`src/sv/salwc_pkg.sv`:
```
// ----------------------------------------------------------------------------
// salwc_pkg
// Shared types and constants for the set-associative LRU write-back cache.
// ----------------------------------------------------------------------------
package salwc_pkg;

  localparam int ADDR_W         = 32;  // width of the byte address field
  localparam int TAG_W          = 30;  // address bits above the smallest block
  localparam int MIN_BLOCK_BITS = 2;
  localparam int BOB_W          = 3;   // block_offset_bits register
  localparam int SIB_W          = 4;   // set_index_bits register
  localparam int SHIFT_W        = 5;   // block + set bits, at most 7 + 15

  localparam logic CFG_BLOCK_OFFSET_BITS = 1'b0;
  localparam logic CFG_SET_INDEX_BITS    = 1'b1;

  localparam logic OP_WRITE = 1'b1;

  typedef enum logic {
    ST_CLEAR,
    ST_RUN
  } salwc_state_t;

  typedef struct packed {
    logic [ADDR_W-1:0] wb_addr;
    logic              writeback;
    logic              hit;
  } salwc_result_t;

  // Mask that keeps the low addr_bits of an address beat.
  function automatic logic [ADDR_W-1:0] addr_mask(input int addr_bits);
    logic [ADDR_W-1:0] m;
    if (addr_bits >= ADDR_W) begin
      m = '1;
    end else begin
      m = ADDR_W'((64'd1 << addr_bits) - 64'd1);
    end
    return m;
  endfunction

endpackage

```
`src/sv/salwc_set_update.sv`:
```
// ----------------------------------------------------------------------------
// salwc_set_update
// Tag match, victim choice, LRU age update and new row for one set.
// ----------------------------------------------------------------------------
module salwc_set_update #(
  parameter int WAYS         = 4,
  parameter int SET_W        = 8,
  parameter int ADDRESS_BITS = 32,
  parameter int AGE_W        = (WAYS > 1) ? $clog2(WAYS) : 1,
  parameter int ROW_W        = WAYS * (salwc_pkg::TAG_W + 2 + AGE_W)
) (
  input  logic [ROW_W-1:0]                   row_in,
  input  logic                               op,
  input  logic [salwc_pkg::TAG_W-1:0]        tag,
  input  logic [SET_W-1:0]                   set_idx,
  input  logic [salwc_pkg::BOB_W-1:0]        bob,
  input  logic [salwc_pkg::SHIFT_W-1:0]      shift,
  output logic [ROW_W-1:0]                   row_out,
  output salwc_pkg::salwc_result_t           result
);
  import salwc_pkg::*;

  localparam int WAY_W = (WAYS > 1) ? $clog2(WAYS) : 1;
  localparam int ENT_W = TAG_W + 2 + AGE_W;
  localparam logic [ADDR_W-1:0] ADDR_MASK = addr_mask(ADDRESS_BITS);

  // Entry layout, low bits up: age, dirty, valid, tag.
  logic [TAG_W-1:0] tag_a   [WAYS];
  logic             valid_a [WAYS];
  logic             dirty_a [WAYS];
  logic [AGE_W-1:0] age_a   [WAYS];

  logic             hit_any;
  logic [WAY_W-1:0] hit_way;
  logic             inv_any;
  logic [WAY_W-1:0] inv_way;
  logic [WAY_W-1:0] lru_way;
  logic [WAY_W-1:0] sel_way;
  logic             wb;

  always_comb begin
    for (int w = 0; w < WAYS; w++) begin
      age_a[w]   = row_in[w*ENT_W +: AGE_W];
      dirty_a[w] = row_in[w*ENT_W + AGE_W];
      valid_a[w] = row_in[w*ENT_W + AGE_W + 1];
      tag_a[w]   = row_in[w*ENT_W + AGE_W + 2 +: TAG_W];
    end
  end

  always_comb begin
    hit_any = 1'b0;
    hit_way = '0;
    inv_any = 1'b0;
    inv_way = '0;
    lru_way = '0;
    for (int w = 0; w < WAYS; w++) begin
      if (!hit_any && valid_a[w] && (tag_a[w] == tag)) begin
        hit_any = 1'b1;
        hit_way = WAY_W'(w);
      end
      if (!inv_any && !valid_a[w]) begin
        inv_any = 1'b1;
        inv_way = WAY_W'(w);
      end
      if (age_a[w] == AGE_W'(WAYS - 1)) begin
        lru_way = WAY_W'(w);
      end
    end
    sel_way = hit_any ? hit_way : (inv_any ? inv_way : lru_way);
    wb      = !hit_any && !inv_any && dirty_a[lru_way];
  end

  always_comb begin
    result.hit       = hit_any;
    result.writeback = wb;
    result.wb_addr   = '0;
    if (wb) begin
      result.wb_addr = ((ADDR_W'(tag_a[lru_way]) << shift) |
                        (ADDR_W'(set_idx) << bob)) & ADDR_MASK;
    end
  end

  // Touch the chosen way: younger ways age by one, chosen way becomes 0.
  always_comb begin
    row_out = row_in;
    for (int w = 0; w < WAYS; w++) begin
      if (WAY_W'(w) == sel_way) begin
        row_out[w*ENT_W +: AGE_W] = '0;
        if (hit_any) begin
          row_out[w*ENT_W + AGE_W] = dirty_a[w] | (op == OP_WRITE);
        end else begin
          row_out[w*ENT_W + AGE_W]              = (op == OP_WRITE);
          row_out[w*ENT_W + AGE_W + 1]          = 1'b1;
          row_out[w*ENT_W + AGE_W + 2 +: TAG_W] = tag;
        end
      end else if (age_a[w] < age_a[sel_way]) begin
        row_out[w*ENT_W +: AGE_W] = age_a[w] + AGE_W'(1);
      end
    end
  end

endmodule

```
`config.mk`:
```
export PLATFORM = sky130hd
export DESIGN_NAME = salwc_set_update
export DESIGN_NICKNAME = d
export VERILOG_FILES = /design/src/sv/salwc_pkg.sv /design/src/sv/salwc_set_update.sv
export SDC_FILE = /design/constraint.sdc
export NUM_CORES = 1
export LEC_CHECK = 0
export BUFFER_PORTS_ARGS = -buffer_cell sky130_fd_sc_hd__buf_2
export CAP_MARGIN = 20
export CORE_AREA = 4 4 135 137
export DETAILED_ROUTE_END_ITERATION = 8
export DIE_AREA = 0 0 139 141
export GPL_TIMING_DRIVEN = 0
export MAX_ROUTING_LAYER = met4
export PLACE_DENSITY_LB_ADDON = 0.2
export SYNTH_ARGS = -nofsm -noshare
export SYNTH_HDL_FRONTEND = slang
export SYNTH_SLANG_ARGS = --single-unit
```
`constraint.sdc`:
```
create_clock -name vclk -period 4.39
set_clock_uncertainty 0.15 [all_clocks]
set_input_delay 0.6585 -clock vclk [all_inputs]
set_output_delay 0.6585 -clock vclk [all_outputs]
set_load 0.02 [all_outputs]
```
; ---- Yosys cells after proc, flatten, opt, wreduce, memory -nomap -nowiden
; Cells that the tools add are included.
[op_classes]
n_bitwise = 7
n_addsub = 4
shift = 2
order_cmp = 6
muxes = 49
n_reduce_logical = 23
eq_ne = 10
[ops]
columns = operator, count
row1 = two-way mux 32 bit, 5
row2 = two-way mux 31 bit, 4
row3 = == test 30 bit, 4
row4 = binary-select mux 30 bit (select 2 bit), 1
row5 = two-way mux 30 bit, 2
row6 = two-way mux 2 bit, 18
row7 = bitwise OR 32 bit, 1
row8 = left shift 30 x 5 -> 32 bit, 1
row9 = left shift 8 x 3 -> 32 bit, 1
row10 = two-way mux 1 bit, 17
row11 = logical AND 1 bit, 12
row12 = logical NOT 1 bit, 10
row13 = adder 2 x 1 -> 2 bit (second input constant), 4
row14 = less-than comparator 2 bit, 4
row15 = == test 2 bit (second input constant), 3
row16 = greater-or-equal comparator 3 bit (second input constant), 2
row17 = inverter 2 -> 3 bit, 2
row18 = binary-select mux 2 bit (select 2 bit), 1
row19 = == test 2 bit (first input constant), 2
row20 = bitwise OR 1 bit, 4
row21 = binary-select mux 1 bit (select 2 bit), 1
row22 = == test 1 x 2 -> 1 bit (first input constant), 1
row23 = logical NOT 2 bit, 1
[totals]
word_cells = 101
in_bits = 183
regBits = 0

; ---- Depth between registers and ports, before layout
[logic_depth]
depth_word = 23
mapped_depth = 15

; ---- Least setup slack after synthesis
; OpenSTA, ideal clock, no wires.
[synth_path]
path_type = input to output
from = in tag[8] (netlist name)
to = out row_out[103]
n_path_buf = 2
slack_ns = -0.194
path_stages = 13
t_arrival_ns = 3.775
cell_sequence = buf_2 > xor2_1 > or4_4 > nor4_4 > and2_1 > o31a_1 > buf_6 > mux2_2 > o21ai_0 > ha_1 > nor2_1 > or4b_1 > nand2_1
[synth_between]
elab_chain_cells = 23
elab_cells_between_ends = 30
[synth_lines]
columns = element, line_no
row1 = "start, declared", salwc_set_update.sv:14  ; input logic [salwc_pkg::TAG_W-1:0] tag,
row2 = == test 30 bit, salwc_set_update.sv:57  ; if (!hit_any && valid_a[w] && (tag_a[w] == tag)) begin
row3 = logical AND 1 bit, salwc_set_update.sv:57
row4 = two-way mux 1 bit, salwc_set_update.sv:57
row5 = logical NOT 1 bit, salwc_set_update.sv:57
row6 = logical AND 1 bit (2 in a row), salwc_set_update.sv:57
row7 = two-way mux 1 bit, salwc_set_update.sv:57
row8 = logical NOT 1 bit, salwc_set_update.sv:57
row9 = logical AND 1 bit (2 in a row), salwc_set_update.sv:57
row10 = (+4 left out), --
row11 = two-way mux 2 bit / two-way mux 1 bit (equally long branches), salwc_set_update.sv:57
row12 = two-way mux 2 bit *, salwc_set_update.sv:69  ; sel_way = hit_any ? hit_way : (inv_any ? inv_way : lru_way);
row13 = inverter 2 -> 3 bit (not written as such), salwc_set_update.sv:96  ; end else if (age_a[w] < age_a[sel_way]) begin
row14 = binary-select mux 2 bit (select 2 bit), salwc_set_update.sv:96
row15 = two-way mux 2 bit (not written as such) (2 in a row), salwc_set_update.sv:96
row16 = less-than comparator 2 bit, salwc_set_update.sv:96
row17 = two-way mux 2 bit, salwc_set_update.sv:96
row18 = two-way mux 2 bit *, salwc_set_update.sv:87  ; if (WAY_W'(w) == sel_way) begin
row19 = "end, declared", salwc_set_update.sv:18  ; output logic [ROW_W-1:0] row_out,
; Every way passes the cells marked *; elsewhere a longest branch is shown, timed or not. The select of a mux whose other input is x is not followed.

; ---- Worst setup path after layout
[layout_path]
from = in row_in[101]
to = out row_out[103]
[layout_between]
elab_chain_cells = 15
elab_cells_between_ends = 18
[layout_lines]
columns = element, line_no
row1 = "start, declared", salwc_set_update.sv:12  ; input logic [ROW_W-1:0] row_in,
row2 = == test 30 bit *, salwc_set_update.sv:57
row3 = logical AND 1 bit *, salwc_set_update.sv:57
row4 = two-way mux 1 bit, salwc_set_update.sv:57
row5 = logical NOT 1 bit, salwc_set_update.sv:57
row6 = logical AND 1 bit (2 in a row), salwc_set_update.sv:57
row7 = two-way mux 2 bit / two-way mux 1 bit (equally long branches), salwc_set_update.sv:57
row8 = two-way mux 2 bit *, salwc_set_update.sv:69
row9 = inverter 2 -> 3 bit (not written as such), salwc_set_update.sv:96
row10 = binary-select mux 2 bit (select 2 bit), salwc_set_update.sv:96
row11 = two-way mux 2 bit (not written as such) (2 in a row), salwc_set_update.sv:96
row12 = less-than comparator 2 bit, salwc_set_update.sv:96
row13 = two-way mux 2 bit, salwc_set_update.sv:96
row14 = two-way mux 2 bit *, salwc_set_update.sv:87
; Marked as above.

==> reports/qor.csv <==
metric,value,unit
status,"finished, violations left",
violations,setup timing,
layout.nets,1467,
relSlewSlack,53.4,%
grt_pass1_wl,54200,um
rows,48,
n_fill_cell,1596,
placed_cell_area,0.00884,mm^2
setup_violations,8,
grt_start_max_net_pins,11,
syn_nets,1126,
hp-class,primary input to primary output,
syn_area,0.00697,mm^2
track_usage,36.2,%
place_congestion,1.07,
mostFrequentLayoutCell,buf_2,
vias_per_cell,6.14,
wl_per_cell,24.9,um
p_per_area,147,mW/mm^2
drt_iter0_drc,748,
hold_violations,0,
clkbuf_count,0,
drt-pass1-iter-count,6,
synth_cell_types,75,
fin_area,0.00999,mm^2
grt_pass1_vias,9252,
drive_above_1_share,44.0,%
layout_common_cells,"buf_2, mux2_1, nand2_1",
regArea,0,um^2
start_util,40.9,%
drcViolationCount,0,
max_freq,218,MHz
antenna_found_initial,5,
period_minus_slack,4.59,ns
worst_ep_arrival_time,3.78,ns
fin_cells,1505,
ios,353,
io_buffers,317,
placed_cells,1478,
synth_top_cell_by_area,mux2_1,
ys_seq_area_share,0,%
rsz0062_at_grt,true,
synth_top_area_share,16.8,%
area_growth,43.4,%
ir_drop,0.160,mV
syn_inst,936,
die_x,139,um
vias,9238,
crit_type,primary input to primary output,
multi_input_area,0.00708,mm^2
critPathRequiredTime,3.58,ns
synth_area_per_cell,7.45,um^2
synthTopCellsByArea,"mux2_1, xnor2_1, mux2i_1, mux4_2, mux2_2",
cts_hold_buf,0,
hold_depth,4,
core,0.0171,mm^2
hpwl,30600,um
die_h,141,um
synth_warnings,0,
overflow,0,
end_kind,primary output,
wl,37400,um
final_max_slew_viol_count,0,
fp.dieArea,0.0196,mm^2
flops_and_latches,0,
min_period_over_period,105,%
leakagePower,4.43,nW
crit_path_max_fanout,4,
max-cap-violations,0,
fin_ws,-0.201,ns
worst_slew_pin_slew,0.694,ns
detail-route-antenna-nets,0,
startpoint_type,primary input,
[metal layers]
metal	share of wire, %	global-route usage, %	vias up
met5	0	-	-
met4	5.2	15.0	0
met3	7.7	4.04	136
met2	50	63.5	570
met1	37	42.1	4420
li1	-	-	4112
[cell families after synthesis]
family / share of synthesized area [%]
XOR/XNOR: 15.6
AO/OA/AOI/OAI: 16.9
multiplexers: 37.5
AND/OR/NAND/NOR: 19.7
adder cells (fa/ha/maj): 1.26
buffers and inverters: 9.05
[report_power, final]
group               total (W)    internal (W)  switching [W]
logic                 0.00147        0.000600       0.000867
registers                   0               0              0
clock network  0.000000000153  0.000000000152              0
[cell usage after synthesis (all sizes together) (7+ instances only)]
cell	count
o21ai	60
mux4	21
buf	65
nor2	76
nor4	15
clkbuf	30
nand3	8
o21a	11
a211oi	22
nand4	48
nand2	78
mux2i	64
a21oi	40
inv	36
ha	7
nor3	9
o211ai	7
xnor2	104
mux2	133
xor2	20
[final cells by class]
| cell class | instances | area share [%] |
|---|---|---|
| Inverter | 37 | 1.39 |
| Buffer | 94 | 6.64 |
| Timing Repair Buffer | 340 | 18.2 |
| Antenna cell | 5 | 0.125 |
| Tap cell | 225 | 2.82 |
| Multi-Input combinational cell | 804 | 70.8 |
[worst max-delay path, cell delays in order]
cell and delay (ns):
buf_8 0.11, xor2_2 0.18, or4_4 0.55, nor4_4 0.28, and2_4 0.22, o31a_1 0.15, buf_6 0.12, mux2_4 0.31
o21ai_4 0.23, ha_4 0.20, nor2_2 0.05, or4b_1 0.51, nand2_1 0.09, buf_6 0.12
[worst paths after layout]
path        start            to  slack (ns)
max   row_in[101]  row_out[103]       -0.20
min   row_in[104]  row_out[104]        1.54
[through the flow]
| step | utilization (%) | hold WS [ns] | power (W) | setup WS, ns | TNS (ns) |
|---|---|---|---|---|---|
| 6_report | 58.6 | 1.54 | 0.00147 | -0.201 | -0.801 |
| 5_1_grt | 58.6 | 1.55 | 0.00154 | -0.290 | -1.73 |
| 4_1_cts | 56.1 | 1.54 | 0.00136 | -0.114 | -0.465 |
| 3_5_place_dp | 51.8 | 1.54 | 0.00127 | -0.554 | -20.30 |
| 3_3_place_gp | 51.8 | 1.54 | 0.00127 | -0.510 | -17.78 |
| 2_1_floorplan | - | 1.35 | 0.000819 | -0.0136 | -0.0136 |
[what timing repair did]
| action | 4_1_cts | 5_1_grt |
|---|---|---|
| setup buffers | 9 | 14 |
| pin swaps | 22 | 28 |
| gates cloned | 0 | 0 |
| resized for setup | 130 | 83 |
| endpoints found under the setup margin | 152 | 129 |
No activity file was read; power rests on OpenSTA's default activity.
