File: src/sv/salwc_ram.sv
// ----------------------------------------------------------------------------
// salwc_ram
// Generic single-write, single-read RAM with a registered read port.
// ----------------------------------------------------------------------------
module salwc_ram #(
  parameter int WIDTH = 8,
  parameter int DEPTH = 16
) (
  input  logic                                    clk,
  input  logic                                    we,
  input  logic [(DEPTH > 1 ? $clog2(DEPTH) : 1)-1:0] waddr,
  input  logic [WIDTH-1:0]                        wdata,
  input  logic [(DEPTH > 1 ? $clog2(DEPTH) : 1)-1:0] raddr,
  output logic [WIDTH-1:0]                        rdata
);

  logic [WIDTH-1:0] mem_r [DEPTH];
  logic [WIDTH-1:0] rdata_r;

  always_ff @(posedge clk) begin
    if (we) begin
      mem_r[waddr] <= wdata;
    end
    rdata_r <= mem_r[raddr];
  end

  assign rdata = rdata_r;

endmodule

File: config.mk
export PLATFORM = sky130hd
export DESIGN_NAME = salwc_ram
export DESIGN_NICKNAME = d
export VERILOG_FILES = /design/src/sv/salwc_ram.sv
export SDC_FILE = /design/constraint.sdc
export NUM_CORES = 1
export LEC_CHECK = 0
export ABC_AREA = 1
export ABC_CLOCK_PERIOD_IN_PS = 1300
export BUFFER_PORTS_ARGS = -buffer_cell sky130_fd_sc_hd__buf_2
export CELL_PAD_IN_SITES_DETAIL_PLACEMENT = 0
export CELL_PAD_IN_SITES_GLOBAL_PLACEMENT = 1
export CORE_MARGIN = 2
export CORE_UTILIZATION = 30
export DETAILED_ROUTE_END_ITERATION = 12
export PLACE_DENSITY_LB_ADDON = 0.12
export SYNTH_ARGS = -nofsm -noshare
export SYNTH_HDL_FRONTEND = slang
export SYNTH_SLANG_ARGS = --single-unit
File: constraint.sdc
create_clock -name clk -period 1.3 [get_ports clk]
set_input_delay 0.065 -clock clk [delete_from_list [all_inputs] [get_ports clk]]
set_output_delay 0.065 -clock clk [all_outputs]
set_load 0.1 [all_outputs]
# Word-level counts from Yosys, hierarchy flattened
# Memories as Yosys holds them, arrays and structs flattened. A register that Yosys moved wholly into a read port is not among the register bits.
# Cells that the tools add are included.
# word_totals
inputBits	18
mem_count	1
output_inout_bits	8
register_bits	0
mem_bits_rw	128
# mem_list
name	words	word_bits	rd	rd_clocked_by_memory_dff	write_ports	line_no	rtl
mem_r	16	8	1	1	1	17	logic [WIDTH-1:0] mem_r [DEPTH];
# op_classes
mux	2
# op_table
operator	count
2-to-1 mux 1 bit	2

# Longest topological paths before layout
# Gate-level depths: netlist of run 1.
# logic_depth
ltp_word	2
mapped_depth	8
mapped_depth_nobuf	7

# Worst setup path before layout of run 1
# Ideal clock, no wire load.
# synth_path
kind	input -> register
from	input waddr[2] (netlist bit)
to	memory mem_r[10][0] (enable)
cell_stages	2
setup_time_ns	0.370
t_arrival_ns	0.646
path_buffers	0
path_slack_ns	0.284
path_cell_list	nand3b_1 > nor2_1
# synth_rtl
item	line_no	rtl
from (decl)	11	input logic [(DEPTH > 1 ? $clog2(DEPTH) : 1)-1:0] waddr,
to (decl)	17	
# Straight into the memory's write port.

# Final worst setup path of run 1
# layout_path
from	register rdata_r[1], in the netlist rdata[1] (read register of mem_r)
to	output rdata[1]
# layout_rtl
item	line_no	rtl
from (decl)	18	logic [WIDTH-1:0] rdata_r;
to (decl)	14	output logic [WIDTH-1:0] rdata
# No word-level cell between the ends.

==> results by group, run 1 <==
Synthesis
  • Share of the synthesized area in the top cell type: 66.7%
  • Syn Area/Cell: 10.5 um^2
  • Synth Warn #: 0
  • Syn Nets: 569
  • Yosys reg bits: 136
  • Post-synthesis cell type count: 12
  • Sequential element share of the synthesized area: 69.4%
  • Synthesized area: 0.00577 mm^2
  • Synth area leader: edfxtp_1
  • Mapped Cells: 551
  • Largest cells by area after synthesis: edfxtp_1, nand2_1, nand3_1

Cells and area
  • Register area: 0.00400 mm^2
  • Commonest non-fill, non-tap cell in the layout: nand2_1
  • Commonest non-fill, non-tap cells in the layout: nand2_1, edfxtp_1, inv_1
  • Fraction of layout cells with a size suffix above 1: 13.7%
  • Multi-input gate area: 0.00121 mm^2
  • Antenna cells: 0
  • Fill cells: 1870
  • Core Util, Final: 37.3%
  • Area Overhead vs Synth: 21.4%
  • Nets: 618

Detailed routing
  • Drt pass-1 iters: 4
  • DRC viols: 0
  • Via count: 3787
  • Initial drt markers: 212
  • Routed Antenna Nets: 0
  • Wire per inst: 17.5 um
  • Drt via density: 4.47
  • Routed WL: 14800 um

CTS
  • CTS tree: done
  • CTS H-tree depth: 4
  • Clock-pin slew on the worst setup and hold paths: 0.05 ns
  • Clock Tree Buf Depth: 2
  • Sink Count: 136
  • Clk_lat worst skew: 0.42 ns
  • Num CTS Buffers: 17
  • Root buffer cell: clkbuf_16

Timing
  • Slew Limit Fails: 0
  • Worst slew margin: 67.1%
  • Fin. Hold Viols: 0
  • Post-route clock skew: 0.00933 ns
  • Post-layout minimum cycle time: 1.24 ns
  • Fin crit share: 95.7%
  • Setup_tns: 0 ns
  • Slew @ Worst Pin: 0.497 ns
  • RSZ-0062 raised after global routing: false
  • Final Setup Violations: 0
  • Max Freq: 804 MHz

Floorplan
  • IO Count: 26
  • Row cnt: 50
  • Initial Utilization: 30.7%
  • Die area: 0.0203 mm^2
  • Core area: 0.0188 mm^2
  • Die Y: 143 um
  • Die Wd: 143 um

Run
  • Max-cap violation count: 0

Global route
  • Antenna violations before repair: 0
  • Tot GR Track Use: 15.6%
  • First-pass GRT wire length: 22500 um
  • Largest net degree at the start of global routing: 52
  • Vias in the first global route: 3665
  • Remaining global-route overflow: 0

Worst setup path
  • Startpoint Class: flop
  • WP data arrival: 1.18 ns
  • Buffers & Inverters on Critical Path: 1
  • CP peak stage delay: 0.43 ns
  • Worst path slowest cell: buf_2
  • WP depth: 1
  • Critical Path End: rdata[1]
  • R2r startpoint: mem_r[13][7]$_DFFE_PP_
  • Worst path cell trace: buf_2
  • Crit path from: rdata[1]$_DFF_P_
  • CP Capture Type: output port
  • CP Class: reg2out
  • Worst EP required: 1.24 ns
  • Reg2reg end: rdata[7]$_DFF_P_
  • Length in cells of the worst reg-to-reg path: 6
  • Crit-path max FO: 1
  • Delay-heaviest family, CP: buffers and inverters
  • R2R setup slack: 0.24 ns

Outcome
  • Outcome: finished clean

Placed design
  • Final Wtd Congestion: 0.740
  • IO Port Bufs: 25
  • DP HPWL: 9440 um

Power and ir drop
  • Max IR drop VDD: 0.000887 V
  • Power per cell area: 1620 mW/mm^2
  • Leak: 3.01 nW

Hold path
  • Tightest Hold Check Type: in2reg
[power by group]
part / internal (W) / total, W / switching (W)
Clock: 0.00378 / 0.00557 / 0.00179
Sequential: 0.00490 / 0.00493 / 0.0000319
Combinational: 0.000216 / 0.000865 / 0.000649
Total: 0.00890 / 0.0114 / 0.00247
[routing by layer]
metal / GRT usage [%] / vias to the layer above / share of wire, %
met5: 0 / - / 0
met1: 21.1 / 1841 / 48
li1: - / 1868 / -
met3: 3.32 / 17 / 3.4
met4: 6.25 / 0 / 2.1
met2: 24.5 / 61 / 47
[repair_timing]
item	CTS	global route
endpoints found under the setup margin	2	0
gates resized for setup	2	0
endpoints found under the hold margin	1	0
buffers inserted	0	0
hold buffers	1	0
[cell type report]
class	count	share of cell area [%]
Timing Repair Buffer	54	6.08
Clock buffer	19	6.18
Inverter	102	5.47
Multi-Input combinational cell	289	17.3
Clock inverter	13	3.57
Tap cell	234	4.18
Sequential cell	136	57.2
[worst register-to-register path, cell delays in order (launching register included)]
cell      delay (ns)
edfxtp_1        0.37
inv_1           0.06
nand2_1         0.04
nand3_1         0.11
nand3_1         0.12
nand3_1         0.18
nand2_1         0.07
[Yosys cell counts, drive strengths merged]
cell	n
buf	24
dfxtp	8
edfxtp	128
inv	102
nand2	173
nand3	97
nand3b	2
nor2	17
[sequential cells by signal, indices dropped and copies added, names as in the netlist]
signal and flops:
mem_r 128, rdata 8
[cells by family (layout without fill, tap and decap cells)]
family                 count (synthesis)  in the layout  synth area share, %
flip-flops                           136            136                 69.4
buffers and inverters                126            188                 9.52
AND/OR/NAND/NOR                      289            289                 21.0
[how the worst min path moves through the flow]
stage             start  depth (start not counted)                     to
2_1_floorplan  wdata[0]                          0  mem_r[0][0]$_DFFE_PP_
6_report       wdata[2]                          1  mem_r[2][2]$_DFFE_PP_
5_1_grt        wdata[1]                          1  mem_r[7][1]$_DFFE_PP_
4_1_cts        wdata[2]                          1  mem_r[7][2]$_DFFE_PP_
3_5_place_dp   raddr[2]                          4       rdata[4]$_DFF_P_
3_3_place_gp   raddr[2]                          4       rdata[4]$_DFF_P_
[per-stage QoR]
step	std cells	hold WS [ns]	power (W)	cell area, um^2	worst slack (ns)
6_report	847	0.0674	0.0114	7000	0.0565
5_1_grt	847	0.0775	0.0117	7000	0.0149
4_1_cts	847	0.0663	0.0115	7000	0.0172
3_5_place_dp	814	0.427	0.00591	6300	0.114
3_3_place_gp	814	0.451	0.00591	6300	0.119
2_1_floorplan	551	0.164	0.00557	5770	0.284
Power figures use the tool's default switching activity.
==> run 2: changes to the inputs <==
- BUFFER_PORTS_ARGS: -buffer_cell sky130_fd_sc_hd__buf_2 -> -buffer_cell sky130_fd_sc_hd__buf_4
==> results by group, run 2 (synthesis gave the netlist of run 1 again) <==
Outcome
  • Outcome: finished clean

Detailed routing
  • Drt via density: 4.48 (+0.14%)
  • Via count: 3788 (+0.026%)
  • Wire per inst: 17.8 um (+2.1%)
  • Initial drt markers: 214 (+0.94%)
  • Routed Antenna Nets: 0 (unchanged)
  • DRC viols: 0 (unchanged)
  • Drt pass-1 iters: 4 (unchanged)
  • Routed WL: 15100 um (+2.0%)

Power and ir drop
  • Max IR drop VDD: 0.000948 V (+6.9%)
  • Leak: 2.98 nW (-1.1%)
  • Power consumption: 0.0102 W (-9.9%)
  • Power per cell area: 1480 mW/mm^2 (-8.9%)

Worst setup path
  • Worst path cell trace: buf_4
  • CP Class: reg2out
  • Crit-path max FO: 1 (unchanged)
  • Delay-heaviest family, CP: flip-flops
  • Startpoint Class: flop
  • WP data arrival: 1.12 ns (-0.06 ns)
  • CP peak stage delay: 0.38 ns (-0.05 ns)
  • Worst path slowest cell: dfxtp_1
  • Worst EP required: 1.24 ns (about the same)
  • Buffers & Inverters on Critical Path: 1 (unchanged)
  • CP Capture Type: output port

Floorplan
  • Die Wd: 143 um (unchanged)
  • Initial Utilization: 30.7% (unchanged)
  • Core area: 0.0188 mm^2 (unchanged)
  • Die area: 0.0203 mm^2 (unchanged)
  • IO Count: 26 (unchanged)
  • Row cnt: 50 (unchanged)
  • Die Y: 143 um (unchanged)

Timing
  • Fin. Hold Viols: 0 (unchanged)
  • Post-route clock skew: 0.00333 ns (-0.00600 ns)
  • Max Freq: 842 MHz (+4.7%)
  • Final Setup Violations: 0 (unchanged)
  • Setup_tns: 0 ns (unchanged)
  • Post-layout minimum cycle time: 1.19 ns (-0.0556 ns)
  • RSZ-0062 raised after global routing: false
  • Fin crit share: 91.4% (-4.3 points)
  • Slew Limit Fails: 0 (unchanged)
  • Worst slew margin: 75.7% (+8.6 points)
  • Slew @ Worst Pin: 0.364 ns (-0.133 ns)

Cells and area
  • Commonest non-fill, non-tap cells in the layout: nand2_1, edfxtp_1, inv_1
  • Largest reg by FF count: mem_r
  • Multi-input gate area: 0.00121 mm^2 (unchanged)
  • Fill cells: 1890 (+1.1%)
  • Core Util, Final: 36.9% (-0.40 points)
  • Post-Layout Inst Area: 0.00693 mm^2 (-1.1%)
  • Register area: 0.00400 mm^2 (unchanged)
  • Antenna cells: 0 (unchanged)
  • Nets: 617 (-0.16%)
  • Fraction of layout cells with a size suffix above 1: 12.6% (-1.1 points)
  • Largest register FFs: 128 (unchanged)
  • Area Overhead vs Synth: 20.1%
  • Commonest non-fill, non-tap cell in the layout: nand2_1

CTS
  • Clock-pin slew on the worst setup and hold paths: 0.05 ns (about the same)
  • Clock Tree Buf Depth: 2 (unchanged)
  • Root buffer cell: clkbuf_16
  • Num CTS Buffers: 17 (unchanged)
  • Sink Count: 136 (unchanged)
  • CTS H-tree depth: 4 (unchanged)
  • Hold-fix buffers at CTS: 2 (+1)
  • Setup Fix Bufs, Post-CTS: 0 (unchanged)
  • Clk_lat worst skew: 0.42 ns (about the same)
  • CTS tree: done
  • Post-cts resize count: 0 (-2)

Placed design
  • DP HPWL: 9330 um (-1.3%)
  • Placed cell areas: 0.00636 mm^2 (+0.95%)
  • IO Port Bufs: 25 (unchanged)
  • Final Wtd Congestion: 0.742 (+0.20%)

Global route
  • First-pass GRT wire length: 23100 um (+2.6%)
  • Tot GR Track Use: 16.1% (+0.47 points)
  • Remaining global-route overflow: 0 (unchanged)
  • Vias in the first global route: 3723 (+1.6%)
  • Antenna violations before repair: 0 (unchanged)
  • Largest net degree at the start of global routing: 43 (-17%)

Hold path
  • Tightest Hold Check Type: in2reg

Run
  • Max-cap violation count: 0 (unchanged)
==> run 2: layout make-up <==
type | count | area share (%)
clock inverter | 2 | 0.126
sequential | 136 | 57.8
multi-input combinational | 289 | 17.5
timing repair buffer | 53 | 7.08
clock buffer | 30 | 7.71
tap | 234 | 4.23
inverter | 102 | 5.53
==> run 2: path summary, 6_finish.rpt <==
path / slack (ns) / start / endpoint / depth (start not counted)
max: 0.11 / rdata[3]$_DFF_P_ / rdata[3] / 1
min: 0.007 / wdata[2] / mem_r[0][2]$_DFFE_PP_ / 1
max reg2reg: 0.27 / mem_r[3][7]$_DFFE_PP_ / rdata[7]$_DFF_P_ / 6
min reg2reg: 0.66 / mem_r[6][2]$_DFFE_PP_ / rdata[2]$_DFF_P_ / 6
==> run 2: per-stage QoR <==
stage	hold WS (ns)	cells	setup WS, ns
5_1_grt	0.00900	846	0.0515
6_report	0.00686	846	0.112
3_3_place_gp	0.401	812	0.0619
2_1_floorplan	0.164	551	0.284
3_5_place_dp	0.398	812	0.0834
4_1_cts	0.00348	846	0.0815
==> run 2: where the power goes <==
group	internal [W]	switching, W
Combinational	0.000243	0.000646
Clock	0.00274	0.00169
Sequential	0.00490	0.0000321
Total	0.00788	0.00236
==> run 2: layer usage <==
metal	global-route usage, %	vias up	share of wire, %
met5	0	-	0
met4	4.85	0	1.2
met3	3.66	18	2.7
met2	26.0	43	48
met1	21.6	1860	48
li1	-	1867	-
==> run 3: changes to the inputs <==
- ABC_CLOCK_PERIOD_IN_PS: 1300 -> 1400
- clock period: 1.3 -> 1.4 ns (I/O delays scaled with it)
==> results by group, run 3 (synthesis gave the netlist of run 1 again) <==
Timing
  • RSZ-0062 raised after global routing: false
  • Post-route clock skew: 0.00919 ns (+0.00586 ns)
  • Setup_tns: 0 ns (unchanged)
  • Worst setup margin: 0.198 ns (+0.0854 ns)
  • Fin. Hold Viols: 0 (unchanged)
  • Worst slew margin: 74.7% (-0.99 points)
  • Fin crit share: 85.9%
  • Post-layout minimum cycle time: 1.20 ns
  • Slew @ Worst Pin: 0.379 ns (+0.0148 ns)
  • Final Setup Violations: 0 (unchanged)
  • Max Freq: 832 MHz
  • Slew Limit Fails: 0 (unchanged)

Worst setup path
  • CP peak stage delay: 0.39 ns (about the same)
  • Worst path slowest cell: dfxtp_1
  • Startpoint Class: flop
  • CP Class: reg2out
  • Worst path cell trace: buf_4
  • Delay-heaviest family, CP: flip-flops
  • CP Capture Type: output port
  • Buffers & Inverters on Critical Path: 1 (unchanged)
  • Crit-path max FO: 1 (unchanged)
  • Worst EP required: 1.33 ns (+0.09 ns)
  • WP data arrival: 1.13 ns (about the same)

CTS
  • Sink Count: 136 (unchanged)
  • Post-cts resize count: 0 (unchanged)
  • CTS H-tree depth: 4 (unchanged)
  • Root buffer cell: clkbuf_16
  • Clock-pin slew on the worst setup and hold paths: 0.06 ns (about the same)
  • Setup Fix Bufs, Post-CTS: 0 (unchanged)
  • Num CTS Buffers: 17 (unchanged)
  • CTS tree: done
  • Clk_lat worst skew: 0.42 ns (about the same)
  • Clock Tree Buf Depth: 2 (unchanged)

Detailed routing
  • Routed Antenna Nets: 0 (unchanged)
  • Drt pass-1 iters: 6 (+2)
  • Wire per inst: 18.2 um (+1.8%)
  • Via count: 3810 (+0.58%)
  • Drt via density: 4.51 (+0.82%)
  • Routed WL: 15300 um (+1.6%)
  • DRC viols: 0 (unchanged)
  • Initial drt markers: 232 (+8.4%)

Placed design
  • Pre-CTS setup slack: 0.164 ns (+0.0807 ns)
  • IO Port Bufs: 25 (unchanged)
  • Final Wtd Congestion: 0.762 (+2.7%)
  • DP HPWL: 9410 um (+0.95%)

Floorplan
  • Initial Utilization: 30.7% (unchanged)
  • Row cnt: 50 (unchanged)
  • Die area: 0.0203 mm^2 (unchanged)
  • Die Y: 143 um (unchanged)
  • IO Count: 26 (unchanged)
  • Core area: 0.0188 mm^2 (unchanged)
  • Die Wd: 143 um (unchanged)

Run
  • Max-cap violation count: 0 (unchanged)

Global route
  • Antenna violations before repair: 0 (unchanged)
  • Tot GR Track Use: 16.0% (about the same)
  • Largest net degree at the start of global routing: 58 (+35%)
  • First-pass GRT wire length: 23000 um (-0.42%)
  • Remaining global-route overflow: 0 (unchanged)
  • Vias in the first global route: 3705 (-0.48%)

Power and ir drop
  • Leak: 2.96 nW (-0.50%)
  • Power per cell area: 1420 mW/mm^2 (-3.9%)
  • Max IR drop VDD: 0.000832 V (-12%)
  • Power consumption: 0.00987 W (-3.7%)

Outcome
  • Outcome: finished clean

Cells and area
  • Largest register FFs: 128 (unchanged)
  • Nets: 615 (-0.32%)
  • Area Overhead vs Synth: 20.4%
  • Antenna cells: 0 (unchanged)
  • Fraction of layout cells with a size suffix above 1: 13.0% (+0.37 points)
  • Largest reg by FF count: mem_r
  • Commonest non-fill, non-tap cell in the layout: nand2_1
  • Commonest non-fill, non-tap cells in the layout: nand2_1, edfxtp_1, inv_1
  • Fill cells: 1900 (+0.53%)

Hold path
  • Tightest Hold Check Type: in2reg
run 3: cell count changes in the layout (fill, tap and decap cells not counted):
| cell | previous run | this run |
|---|---|---|
| bufinv_16 | 0 | 3 |
| clkbuf_1 | 7 | 0 |
| buf_12 | 7 | 6 |
| clkinvlp_4 | 0 | 6 |
| clkbuf_8 | 6 | 0 |
| buf_4 | 44 | 43 |
| clkinv_1 | 1 | 4 |
| clkinv_2 | 1 | 2 |
run 3: power by group:
group	leakage [nW]	total, W	switching [W]	internal, W
logic	1.47	0.000825	0.000604	0.000221
registers	1.22	0.00458	0.0000304	0.00455
clock network	0.267	0.00446	0.00170	0.00276
run 3: cell type report:
class	count	area, um^2	share of cell area, %
Timing Repair Buffer	51	463	6.67
Inverter	102	383	5.52
Sequential cell	136	4000	57.7
Clock buffer	17	425	6.13
Clock inverter	15	160	2.31
Tap cell	234	293	4.22
Multi-Input combinational cell	289	1210	17.5
run 3: repair_timing:
action                     in CTS  in global routing
hold buffers                    2                  0
setup endpoints to repair       0                  0
hold endpoints to repair       21                  0
run 3: routing by layer:
layer / GRT usage, % / wire length, um / vias up
li1: - / - / 1865
met1: 21.5 / 7200 / 1859
met2: 25.8 / 7400 / 70
met3: 3.49 / 498 / 16
met4: 5.68 / 232 / 0
met5: 0 / 0 / -
run 3: final timing paths:
| kind | end | cells past startpoint | startpoint | slack (ns) |
|---|---|---|---|---|
| worst max-delay path | rdata[3] | 1 | rdata[3]$_DFF_P_ | 0.20 |
| worst min-delay path | mem_r[12][1]$_DFFE_PP_ | 1 | wdata[1] | 0.01 |
| worst max register to register | rdata[7]$_DFF_P_ | 6 | mem_r[3][7]$_DFFE_PP_ | 0.33 |
| worst min register to register | rdata[5]$_DFF_P_ | 6 | mem_r[12][5]$_DFFE_PP_ | 0.66 |
run 3: metrics by stage:
stage               std cells  area [um^2]  hold slack (ns)  utilization (%)
floorplan                 551         5770            0.169                -
global placement          810         6340            0.412             33.8
detailed placement        810         6340            0.410             33.8
CTS                       844         6940          0.00666             37.0
global route              844         6940           0.0156             37.0
finish                    844         6940          0.00953             37.0
